$ cat src/okdr_pkg.sv
// Package: word types and controller states of the duplicate remover.
`timescale 1ns / 1ps

package okdr_pkg;

    localparam int ValueW = 32;

    typedef struct packed {
        logic signed [ValueW-1:0] value;
        logic                     last;
    } in_word_t;

    typedef struct packed {
        logic signed [ValueW-1:0] value_out;
        logic                     kept;
        logic                     overflow;
        logic                     last_out;
    } out_word_t;

    typedef enum logic [2:0] {
        ST_IDLE = 3'b001,
        ST_SCAN = 3'b010,
        ST_DONE = 3'b100
    } scan_state_t;

endpackage

$ cat src/okdr_ram.sv
// Generic single-port-write, single-port-read RAM with registered read.
`timescale 1ns / 1ps

module okdr_ram #(
    parameter int WIDTH = 32,
    parameter int DEPTH = 32,
    localparam int AddrW = (DEPTH > 1) ? $clog2(DEPTH) : 1
) (
    input  logic             clk,
    input  logic             wr_en,
    input  logic [AddrW-1:0] wr_addr,
    input  logic [WIDTH-1:0] wr_data,
    input  logic             rd_en,
    input  logic [AddrW-1:0] rd_addr,
    output logic [WIDTH-1:0] rd_data
);

    logic [WIDTH-1:0] mem [DEPTH];

    always_ff @(posedge clk)
    begin
        if (wr_en)
        begin
            mem[wr_addr] <= wr_data;
        end
        if (rd_en)
        begin
            rd_data <= mem[rd_addr];
        end
    end

endmodule

$ cat src/okdr_scan.sv
// Controller: scans the distinct-value store, appends new values, keeps the fill count.
`timescale 1ns / 1ps

module okdr_scan #(
    parameter int MAX_DISTINCT = 32,
    localparam int AddrW = $clog2(MAX_DISTINCT),
    localparam int CntW  = $clog2(MAX_DISTINCT + 1)
) (
    input  logic                    clk,
    input  logic                    rst_n,
    // input channel
    input  logic                    item_valid,
    output logic                    item_ready,
    input  okdr_pkg::in_word_t      item,
    // result toward the output register
    output logic                    res_valid,
    input  logic                    res_ready,
    output okdr_pkg::out_word_t     res,
    // store port
    output logic                    wr_en,
    output logic [AddrW-1:0]        wr_addr,
    output logic [okdr_pkg::ValueW-1:0] wr_data,
    output logic                    rd_en,
    output logic [AddrW-1:0]        rd_addr,
    input  logic [okdr_pkg::ValueW-1:0] rd_data
);

    okdr_pkg::scan_state_t state_reg, state_next;
    logic [CntW-1:0]  count_reg, count_next;
    logic [AddrW-1:0] idx_reg, idx_next;
    logic [okdr_pkg::ValueW-1:0] value_reg, value_next;
    logic last_reg, last_next;
    logic kept_reg, kept_next;
    logic ovf_reg, ovf_next;

    logic accept;
    logic hit;
    logic at_end;
    logic has_room;

    assign item_ready = (state_reg == okdr_pkg::ST_IDLE);
    assign accept     = item_valid && item_ready;

    // rd_data holds entry idx_reg while scanning
    assign hit      = (count_reg != '0) && (rd_data == value_reg);
    assign at_end   = (count_reg == '0) || (CntW'(idx_reg) == count_reg - CntW'(1));
    assign has_room = (count_reg < CntW'(MAX_DISTINCT));

    assign res_valid = (state_reg == okdr_pkg::ST_DONE);
    assign res.value_out = value_reg;
    assign res.kept      = kept_reg;
    assign res.overflow  = ovf_reg;
    assign res.last_out  = last_reg;

    assign wr_addr = count_reg[AddrW-1:0];
    assign wr_data = value_reg;

    always_comb
    begin
        state_next = state_reg;
        count_next = count_reg;
        idx_next   = idx_reg;
        value_next = value_reg;
        last_next  = last_reg;
        kept_next  = kept_reg;
        ovf_next   = ovf_reg;
        wr_en      = 1'b0;
        rd_en      = 1'b0;
        rd_addr    = idx_reg + AddrW'(1);
        unique case (state_reg)
            okdr_pkg::ST_IDLE:
            begin
                rd_addr = '0;
                if (accept)
                begin
                    rd_en      = 1'b1;
                    idx_next   = '0;
                    value_next = item.value;
                    last_next  = item.last;
                    state_next = okdr_pkg::ST_SCAN;
                end
            end
            okdr_pkg::ST_SCAN:
            begin
                if (hit)
                begin
                    kept_next  = 1'b0;
                    ovf_next   = 1'b0;
                    state_next = okdr_pkg::ST_DONE;
                end
                else if (at_end)
                begin
                    kept_next  = 1'b1;
                    ovf_next   = !has_room;
                    if (has_room)
                    begin
                        wr_en      = 1'b1;
                        count_next = count_reg + CntW'(1);
                    end
                    state_next = okdr_pkg::ST_DONE;
                end
                else
                begin
                    rd_en    = 1'b1;
                    idx_next = idx_reg + AddrW'(1);
                end
            end
            okdr_pkg::ST_DONE:
            begin
                if (res_ready)
                begin
                    if (last_reg)
                    begin
                        count_next = '0;
                    end
                    state_next = okdr_pkg::ST_IDLE;
                end
            end
            default:
            begin
                state_next = okdr_pkg::ST_IDLE;
            end
        endcase
    end

    always_ff @(posedge clk or negedge rst_n)
    begin
        if (!rst_n)
        begin
            state_reg <= okdr_pkg::ST_IDLE;
            count_reg <= '0;
        end
        else
        begin
            state_reg <= state_next;
            count_reg <= count_next;
        end
    end

    always_ff @(posedge clk)
    begin
        idx_reg   <= idx_next;
        value_reg <= value_next;
        last_reg  <= last_next;
        kept_reg  <= kept_next;
        ovf_reg   <= ovf_next;
    end

endmodule

$ cat src/okdr_out_reg.sv
// Output register: holds one result word so the controller can move on.
`timescale 1ns / 1ps

module okdr_out_reg (
    input  logic                clk,
    input  logic                rst_n,
    input  logic                load_valid,
    output logic                load_ready,
    input  okdr_pkg::out_word_t load_word,
    output logic                result_valid,
    input  logic                result_ready,
    output okdr_pkg::out_word_t result
);

    logic valid_reg, valid_next;
    okdr_pkg::out_word_t word_reg, word_next;

    assign load_ready   = !valid_reg || result_ready;
    assign result_valid = valid_reg;
    assign result       = word_reg;

    always_comb
    begin
        valid_next = valid_reg;
        word_next  = word_reg;
        if (load_valid && load_ready)
        begin
            valid_next = 1'b1;
            word_next  = load_word;
        end
        else if (result_ready)
        begin
            valid_next = 1'b0;
        end
    end

    always_ff @(posedge clk or negedge rst_n)
    begin
        if (!rst_n)
        begin
            valid_reg <= 1'b0;
        end
        else
        begin
            valid_reg <= valid_next;
        end
    end

    always_ff @(posedge clk)
    begin
        word_reg <= word_next;
    end

endmodule

$ cat src/order_keeping_duplicate_remover_top.sv
// Top level of the order-keeping duplicate remover.
//
// Input channel item_valid / item_ready / item carries one word per value:
// a signed 32-bit value and a last flag that closes the set. Output channel
// result_valid / result_ready / result returns exactly one word per input:
// the value, kept (first occurrence in this set), overflow (new value but
// the store already holds MAX_DISTINCT entries) and last_out.
// Distinct values live in a single RAM with a registered read.
// The controller streams entries 0..n-1 out of that read port, one per
// cycle, comparing each with the incoming value; a miss with room left
// appends the value at entry n in the same cycle as the final compare.
// Per item the controller steps through the scan state (left early on a
// match), a handoff state and the idle state, and takes no new input until
// it is back in idle. n is the number of distinct values held. Reset
// clears the fill count and state but not the RAM; entries at or above
// the count are never compared, so the RAM needs no clearing pass. A last
// word returns the count to 0.
// A result waits in the output register while the receiver stalls; the
// next input can be taken and scanned meanwhile, and its result is held
// in the controller until the register frees.
`timescale 1ns / 1ps

module order_keeping_duplicate_remover_top #(
    parameter int MAX_DISTINCT = 32
) (
    input  logic                clk,
    input  logic                rst_n,
    input  logic                item_valid,
    output logic                item_ready,
    input  okdr_pkg::in_word_t  item,
    output logic                result_valid,
    input  logic                result_ready,
    output okdr_pkg::out_word_t result
);

    localparam int AddrW = $clog2(MAX_DISTINCT);

    logic                        wr_en;
    logic [AddrW-1:0]            wr_addr;
    logic [okdr_pkg::ValueW-1:0] wr_data;
    logic                        rd_en;
    logic [AddrW-1:0]            rd_addr;
    logic [okdr_pkg::ValueW-1:0] rd_data;

    logic                res_valid;
    logic                res_ready;
    okdr_pkg::out_word_t res;

    // distinct-value store
    okdr_ram #(
        .WIDTH (okdr_pkg::ValueW),
        .DEPTH (MAX_DISTINCT)
    ) u_store (
        .clk     (clk),
        .wr_en   (wr_en),
        .wr_addr (wr_addr),
        .wr_data (wr_data),
        .rd_en   (rd_en),
        .rd_addr (rd_addr),
        .rd_data (rd_data)
    );

    // scan / append sequencer and fill count
    okdr_scan #(
        .MAX_DISTINCT (MAX_DISTINCT)
    ) u_scan (
        .clk        (clk),
        .rst_n      (rst_n),
        .item_valid (item_valid),
        .item_ready (item_ready),
        .item       (item),
        .res_valid  (res_valid),
        .res_ready  (res_ready),
        .res        (res),
        .wr_en      (wr_en),
        .wr_addr    (wr_addr),
        .wr_data    (wr_data),
        .rd_en      (rd_en),
        .rd_addr    (rd_addr),
        .rd_data    (rd_data)
    );

    // result register toward the receiver
    okdr_out_reg u_out (
        .clk          (clk),
        .rst_n        (rst_n),
        .load_valid   (res_valid),
        .load_ready   (res_ready),
        .load_word    (res),
        .result_valid (result_valid),
        .result_ready (result_ready),
        .result       (result)
    );

endmodule

$ cat config.mk
export PLATFORM = sky130hd
export DESIGN_NAME = order_keeping_duplicate_remover_top
export DESIGN_NICKNAME = d
export VERILOG_FILES = /design/src/okdr_pkg.sv /design/src/okdr_ram.sv /design/src/okdr_scan.sv /design/src/okdr_out_reg.sv /design/src/order_keeping_duplicate_remover_top.sv
export SDC_FILE = /design/constraint.sdc
export NUM_CORES = 1
export LEC_CHECK = 0
export BUFFER_PORTS_ARGS = -buffer_cell sky130_fd_sc_hd__buf_4
export CORE_UTILIZATION = 37
export DETAILED_ROUTE_END_ITERATION = 6
export HOLD_SLACK_MARGIN = 0.1
export PLACE_DENSITY = 0.52
export SETUP_SLACK_MARGIN = 0.5
export SYNTH_ARGS = -nofsm -noshare
export SYNTH_HDL_FRONTEND = slang
export SYNTH_HIERARCHICAL = 1
export SYNTH_SLANG_ARGS = --single-unit
$ cat constraint.sdc
create_clock -name clk -period 7.4 [get_ports clk]
set_clock_uncertainty 0.1 [all_clocks]
set_input_delay 1.48 -clock clk [delete_from_list [all_inputs] [get_ports clk]]
set_output_delay 1.48 -clock clk [all_outputs]
set_load 0.02 [all_outputs]
Word-level counts from Yosys, hierarchy flattened
Memory sizes are Yosys's and may differ from the RTL's. A register that Yosys moved wholly into a read port is not among the register bits. Cells that the tools add are included.

Register bits after elaboration: 85. Memory bits (writable): 1024. Bits of input ports: 37. Output and inout bits: 37. Logic and storage cells: 78. Memories kept: 1.

Memories: u_store.mem (depth 32, bits a word 32, rd ports 1, clocked after memory_dff 1, write ports 1, RTL line okdr_ram.sv:18) `logic [WIDTH-1:0] mem [DEPTH];`.

Add/subtract/negate cells: 3. $lt $le $gt $ge: 1. Equality and inequality tests: 13. Multiplexer cells: 30. Reduce and logical (&&, ||, !) cells: 18.

Operator list (count): $eq A32 B32 Y1 (1); $mux W6 (5); $mux W5 (4); $mux W1 (13); $mux W3 (4); $pmux W6 S2 (1); $ne A2 B2 Y1 const B (5); $pmux W5 S2 (1); $pmux W3 S3 (1); $reduce_bool A2 Y1 (4); $add A6 B1 Y6 const B (1); $eq A5 B6 Y1 (1); $logic_not A6 Y1 (1); $lt A6 B6 Y1 const B (1); $reduce_and A6 Y1 (1); $reduce_bool A6 Y1 (1); $sub A6 B1 Y6 const B (1); $add A5 B1 Y5 const B (1); $ne A2 B1 Y1 const B (2); $reduce_and A2 Y1 (2); $reduce_and A4 Y1 (1); $eq A3 B1 Y1 const B (1); $eq A3 B2 Y1 const B (1); $eq A3 B3 Y1 const B (1); 6 further kinds (10).

Depth between registers and ports, before layout
Depth in word-level cells: 8. Mapped depth: 12. Mapped depth without buffers: 9.

Modules after synthesis
The synthesis kept the hierarchy.

By module, submodules not included: okdr_ram (instances 1, cells each 2260, area each 40805.4 sq um, sequential area each 31710.4 sq um); okdr_scan (instances 1, cells each 236, area each 2773.9 sq um, sequential area each 1427.6 sq um); okdr_out_reg (instances 1, cells each 39, area each 1104.8 sq um, sequential area each 1076.0 sq um).

Least setup slack after synthesis
No wires, ideal clock.

Path kind: register -> register. From: register u_scan.state_reg[0]. To: register u_store.rd_data[0] (read register of u_store.mem), enable pin. Setup time: 421 ps. Arrival time: 3931 ps. Data required time: 6879 ps. Setup slack: 2948 ps. Stages on the path, launching flop included: 5. Buffers on the path: 0. Period minus slack after synthesis: 4452 ps. Path through: dfstp_2 -> nor3b_1 -> and2_1 -> nor2_1 -> nor2_1.

Cells in the longest elaborated chain, start to end: 4. Elaborated cells on any way between the ends: 6. Classes of those cells: 2 x eq/ne; 3 x mux; 1 x reduce/logical.

Ends and longest elaborated chain: from (decl) (RTL line okdr_scan.sv:28) `okdr_pkg::scan_state_t state_reg, state_next;`; from (signal assigned) (RTL line okdr_scan.sv:130) `state_reg <= okdr_pkg::ST_IDLE;`; from (signal assigned) (RTL line okdr_scan.sv:135) `state_reg <= state_next;`; $eq A3 B1 Y1 * (RTL line okdr_scan.sv:41) `assign item_ready = (state_reg == okdr_pkg::ST_IDLE);`; named net item_ready (RTL line order_keeping_duplicate_remover_top.sv:29) `output logic item_ready,`; $logic_and A1 B1 Y1 (RTL line okdr_scan.sv:42) `assign accept = item_valid && item_ready;`; $mux W1 (RTL line okdr_scan.sv:74) `if (accept)`; $pmux W1 S2 * (RTL line okdr_scan.sv:70) `unique case (state_reg)`; named net rd_en (RTL line order_keeping_duplicate_remover_top.sv:41) `logic rd_en;`; to (decl) (RTL line okdr_ram.sv:15) `output logic [WIDTH-1:0] rd_data`.

Mark *: on every way through the listed nets, which the timed path passes. The rest lies on a longest branch. A chain may end at the register's enable or synchronous reset.

Worst setup path in the final report
From: register u_scan.count_reg[2]. To: memory u_store.mem[15][8], enable pin.

Cells in the longest elaborated chain, start to end: 8. Elaborated cells on any way between the ends: 13. Classes of those cells: 1 x add/sub; 1 x order compare; 1 x eq/ne; 6 x mux; 4 x reduce/logical.

Ends and longest elaborated chain: from (decl) (RTL line okdr_scan.sv:29) `logic [CntW-1:0] count_reg, count_next;`; from (signal assigned) (RTL line okdr_scan.sv:136) `count_reg <= count_next;`; $sub A6 B1 Y6 (RTL line okdr_scan.sv:46) `assign at_end = (count_reg == '0) || (CntW'(idx_reg) == count_reg - CntW'(1));`; $eq A5 B6 Y1 (RTL line okdr_scan.sv:46); $logic_or A1 B1 Y1 (RTL line okdr_scan.sv:46); $mux W1 (RTL line okdr_scan.sv:91) `else if (at_end)`; $mux W1 * (RTL line okdr_scan.sv:85) `if (hit)`; $mux W1 * (RTL line okdr_scan.sv:70); named net wr_en (RTL line order_keeping_duplicate_remover_top.sv:38) `logic wr_en;`; $mux W1 * (RTL line okdr_ram.sv:22) `if (wr_en)`; $mux W1 (implied by the code) * (RTL line okdr_ram.sv:24) `mem[wr_addr] <= wr_data;`; to (decl) (RTL line okdr_ram.sv:18).

Marks and branches as above.

==> metrics.md <==
| Metric | Value |
|---|---|
| Least-Margin Pin Slew | `1.45 ns` |
| # setup viols final | `0` |
| Later-pin clock latency in the skew report | `0.71 ns` |
| I/O pins | `74` |
| Global placement routability congestion | `0.833` |
| Status | `finished clean` |
| Top_reg_cell synth | `edfxtp_1` |
| Total GRT Usage | `17.7%` |
| Fillers | `10600` |
| Number of port buffers | `73` |
| Area grow syn2layout | `13.3%` |
| Sw Pwr | `7.34 mW` |
| Final setup TNS | `0 ns` |
| Num Clock Sinks | `1141` |
| Largest net degree at the start of global routing | `126` |
| Max-slew violations | `0` |
| Die W | `350 um` |
| Mapped Area | `0.0447 mm2` |
| Cells on Worst Hold Path | `0` |
| Reg with most FFs | `u_store/mem` |
| Clk slew on worst S/H paths | `0.07 ns` |
| Num CTS Buffers | `114` |
| Post-synthesis mux area share | `11.5%` |
| Worst hold slack | `0.368 ns` |
| Post-Synth Simple-Gate Area | `3.73%` |
| Final Cycle Share | `67.1%` |
| Vias | `22900` |
| Post-Syn Area per Cell | `17.6 um2` |
| RSZ-0062 raised after global routing | `no` |
| EDFF count, synth | `1131` |
| Slew headroom | `3.25%` |
| Synth cell types | `54` |
| Fin worst setup slack | `2.44 ns` |
| Mapped Cells | `2535` |
| Synth warnings | `6` |
| Max-cap violation count | `0` |
| CTS tree | `yes` |
| Yosys top cell by area | `edfxtp_1` |
| Adder-Cell Fraction of Synth Area | `0.0840%` |
| Static leakage | `16.6 nW` |
| Largest register FFs | `1024` |
| Placement Rows | `127` |
| Clock network fraction of design power | `27.0%` |
| ANT nets after route | `0` |
| CORE AREA | `0.120 mm2` |
| Final-report hold violation count | `0` |
| Max rail drop VDD | `379 uV` |
| Commonest non-fill, non-tap cell in the layout | `edfxtp_1` |
| Cell area power density | `408 mW/mm2` |
| Synth area leaders | `edfxtp_1, mux2i_1, a22oi_1` |
| Crit path from | `u_scan/count_reg[2]` |
| Post-CTS setup buffers | `0` |
| Largest family of logic cells by synthesized area | `multiplexers` |
| Comb pwr share | `34.6%` |
| Reg2reg end | `u_store/mem[15][8]` |
| Synth Area in XOR/XNOR | `0.804%` |
| Power, Total | `20.6 mW` |
| Most frequent cells in the layout | `edfxtp_1, mux2i_1, buf_4` |
| Worst hold path class | `reg -> reg` |
| R2r worst-path depth | `8` |
| Initial antenna violation count | `1` |
| Synthesized Nets | `2575` |
| Crit path DAT | `5.16 ns` |
| Fin crit period | `4.96 ns` |
| Sw Ratio | `35.6%` |
| H-Tree Depth | `3` |
| Vias in the first global route | `23000` |
| Avg WL per Cell | `25.3 um` |
| First-pass GRT wire length | `159000 um` |
| Layout Nets | `2655` |
| Startpoint Class | `register` |
| Clock tree buffer depth | `3` |
| Fmax | `202 MHz` |
| Worst Setup End Kind | `register` |
| DIE HEIGHT | `350 um` |
| Kind of critical path | `reg -> reg` |
| Worst-path cell chain | `o31a_1, or4_1, o211ai_2, a41o_1, nand3_4, nor2_1, nand3_1, nor2_4` |
| Final HPWL from detailed placement | `61300 um` |
| Sequential area share after synthesis | `76.6%` |
| Worst Path Max Fanout | `32` |
| Initial DRC count | `1914` |
| Flop-to-flop setup slack | `2.44 ns` |
| Worst setup endpoint | `u_store/mem[15][8]` |
| CTS Root Cell | `clkbuf_16` |
| Initial Util | `37.3%` |
| Complex-gate fraction of the synthesized area | `4.77%` |
| Pint | `13.3 mW` |
| Total Die Area | `0.122 mm2` |
| Critical Path Max Stage Delay | `1.32 ns` |
| Critical path data required time | `7.59 ns` |
| Vias per std cell | `5.29` |
| Flop and latch count out of synthesis | `1141` |
| First-pass DRT Iterations | `6` |
| Share of layout cells above drive strength 1 | `13.2%` |
| Pre-CTS WS | `2.44 ns` |
| Crit-path slowest cell | `nor2_4` |
| Drt total wl | `109000 um` |
| Hold-fix buffers at CTS | `0` |
| Post-synth ARST share | `0.876%` |
| CTS resizes | `0` |
| DRC Markers | `0` |
| Post-synth top area share | `76.0%` |
| GRT Residual Overflow | `0` |
| Seq pwr share | `38.4%` |
| Worst flop-to-flop path startpoint | `u_scan/count_reg[2]` |
==> critical path, delay by kind of cell, from the launching register on <==
family           cells  cell delay, ns
flip-flops           1            0.59
AO/OA/AOI/OAI        3            0.89
AND/OR/NAND/NOR      5            2.94
==> stage by stage <==
stage	instance area, um2	util [%]	instances
after CTS	50600	42.2	4316
after global routing	50600	42.2	4318
final	50600	42.2	4320
after floorplan	44700	-	2535
after global placement	47000	39.2	4109
after detailed placement	47000	39.2	4109
==> layout make-up <==
class	count	area (um2)	share of cell area, %
tap	1612	2020	3.99
multi-input combinational	1213	9620	19.0
clock inverter	67	571	1.13
antenna	2	5.00	0.00989
inverter	5	18.8	0.0371
timing repair buffer	140	1150	2.27
clock buffer	140	3010	5.95
sequential	1141	34200	67.6
==> power by group through the flow <==
stage | Combinational (mW) | Clock [mW] | Sequential [mW]
floorplan | 4.74 | 0 | 8.01
global placement | 7.10 | 0 | 8.04
detailed placement | 7.13 | 0 | 8.05
CTS | 7.16 | 5.70 | 7.92
global route | 7.56 | 5.95 | 7.94
finish | 7.13 | 5.58 | 7.92
==> how the worst min path moves through the flow <==
| stage | startpoint | endpoint | slack [ns] |
|---|---|---|---|
| 6_report | u_scan/ovf_reg | u_out/result[1] | 0.37 |
| 5_1_grt | u_scan/ovf_reg | u_out/result[1] | 0.38 |
| 4_1_cts | u_scan/ovf_reg | u_out/result[1] | 0.37 |
| 3_5_place_dp | u_scan/ovf_reg | u_out/result[1] | 0.34 |
| 3_3_place_gp | u_scan/ovf_reg | u_out/result[1] | 0.31 |
| 2_1_floorplan | u_scan/wr_data[7] | u_out/result[10] | 0.37 |
==> Yosys cell counts (all sizes together) (2+ instances only) <==
| master | n |
|---|---|
| nand2b | 5 |
| a41o | 2 |
| xnor2 | 10 |
| inv | 5 |
| nor4 | 8 |
| and2 | 5 |
| dfrtp | 9 |
| edfxtp | 1131 |
| nor2 | 51 |
| a21oi | 97 |
| a32o | 2 |
| a31o | 3 |
| buf | 125 |
| a31oi | 33 |
| a41oi | 2 |
| xor2 | 31 |
| nor3 | 36 |
| or4 | 2 |
| nand2 | 107 |
| clkbuf | 50 |
| nand4 | 4 |
| nand3b | 7 |
| o21ai | 7 |
| nand3 | 105 |
| nor4b | 2 |
| nor2b | 2 |
| and3 | 3 |
| a22o | 64 |
| a22oi | 96 |
| or3b | 3 |
| ha | 3 |
| or2 | 2 |
| mux2i | 512 |
==> layer usage <==
layer	track usage [%]	wire [um]	up-vias
met5	0	0	-
met4	3.94	1800	0
met3	2.71	5780	137
met2	28.4	51500	597
met1	25.5	50000	12000
li1	-	-	10100
==> kinds of logic (layout without fill, tap and decap cells) <==
kind of cell,after synthesis,after routing
compound gates,310,310
fa+ha+maj,3,3
flops,1141,1141
mux,513,513
other cells,0,2
simple gates,346,346
buf+inv,181,352
xor+xnor,41,41
Note: power is estimated with default switching activity, not from simulation.
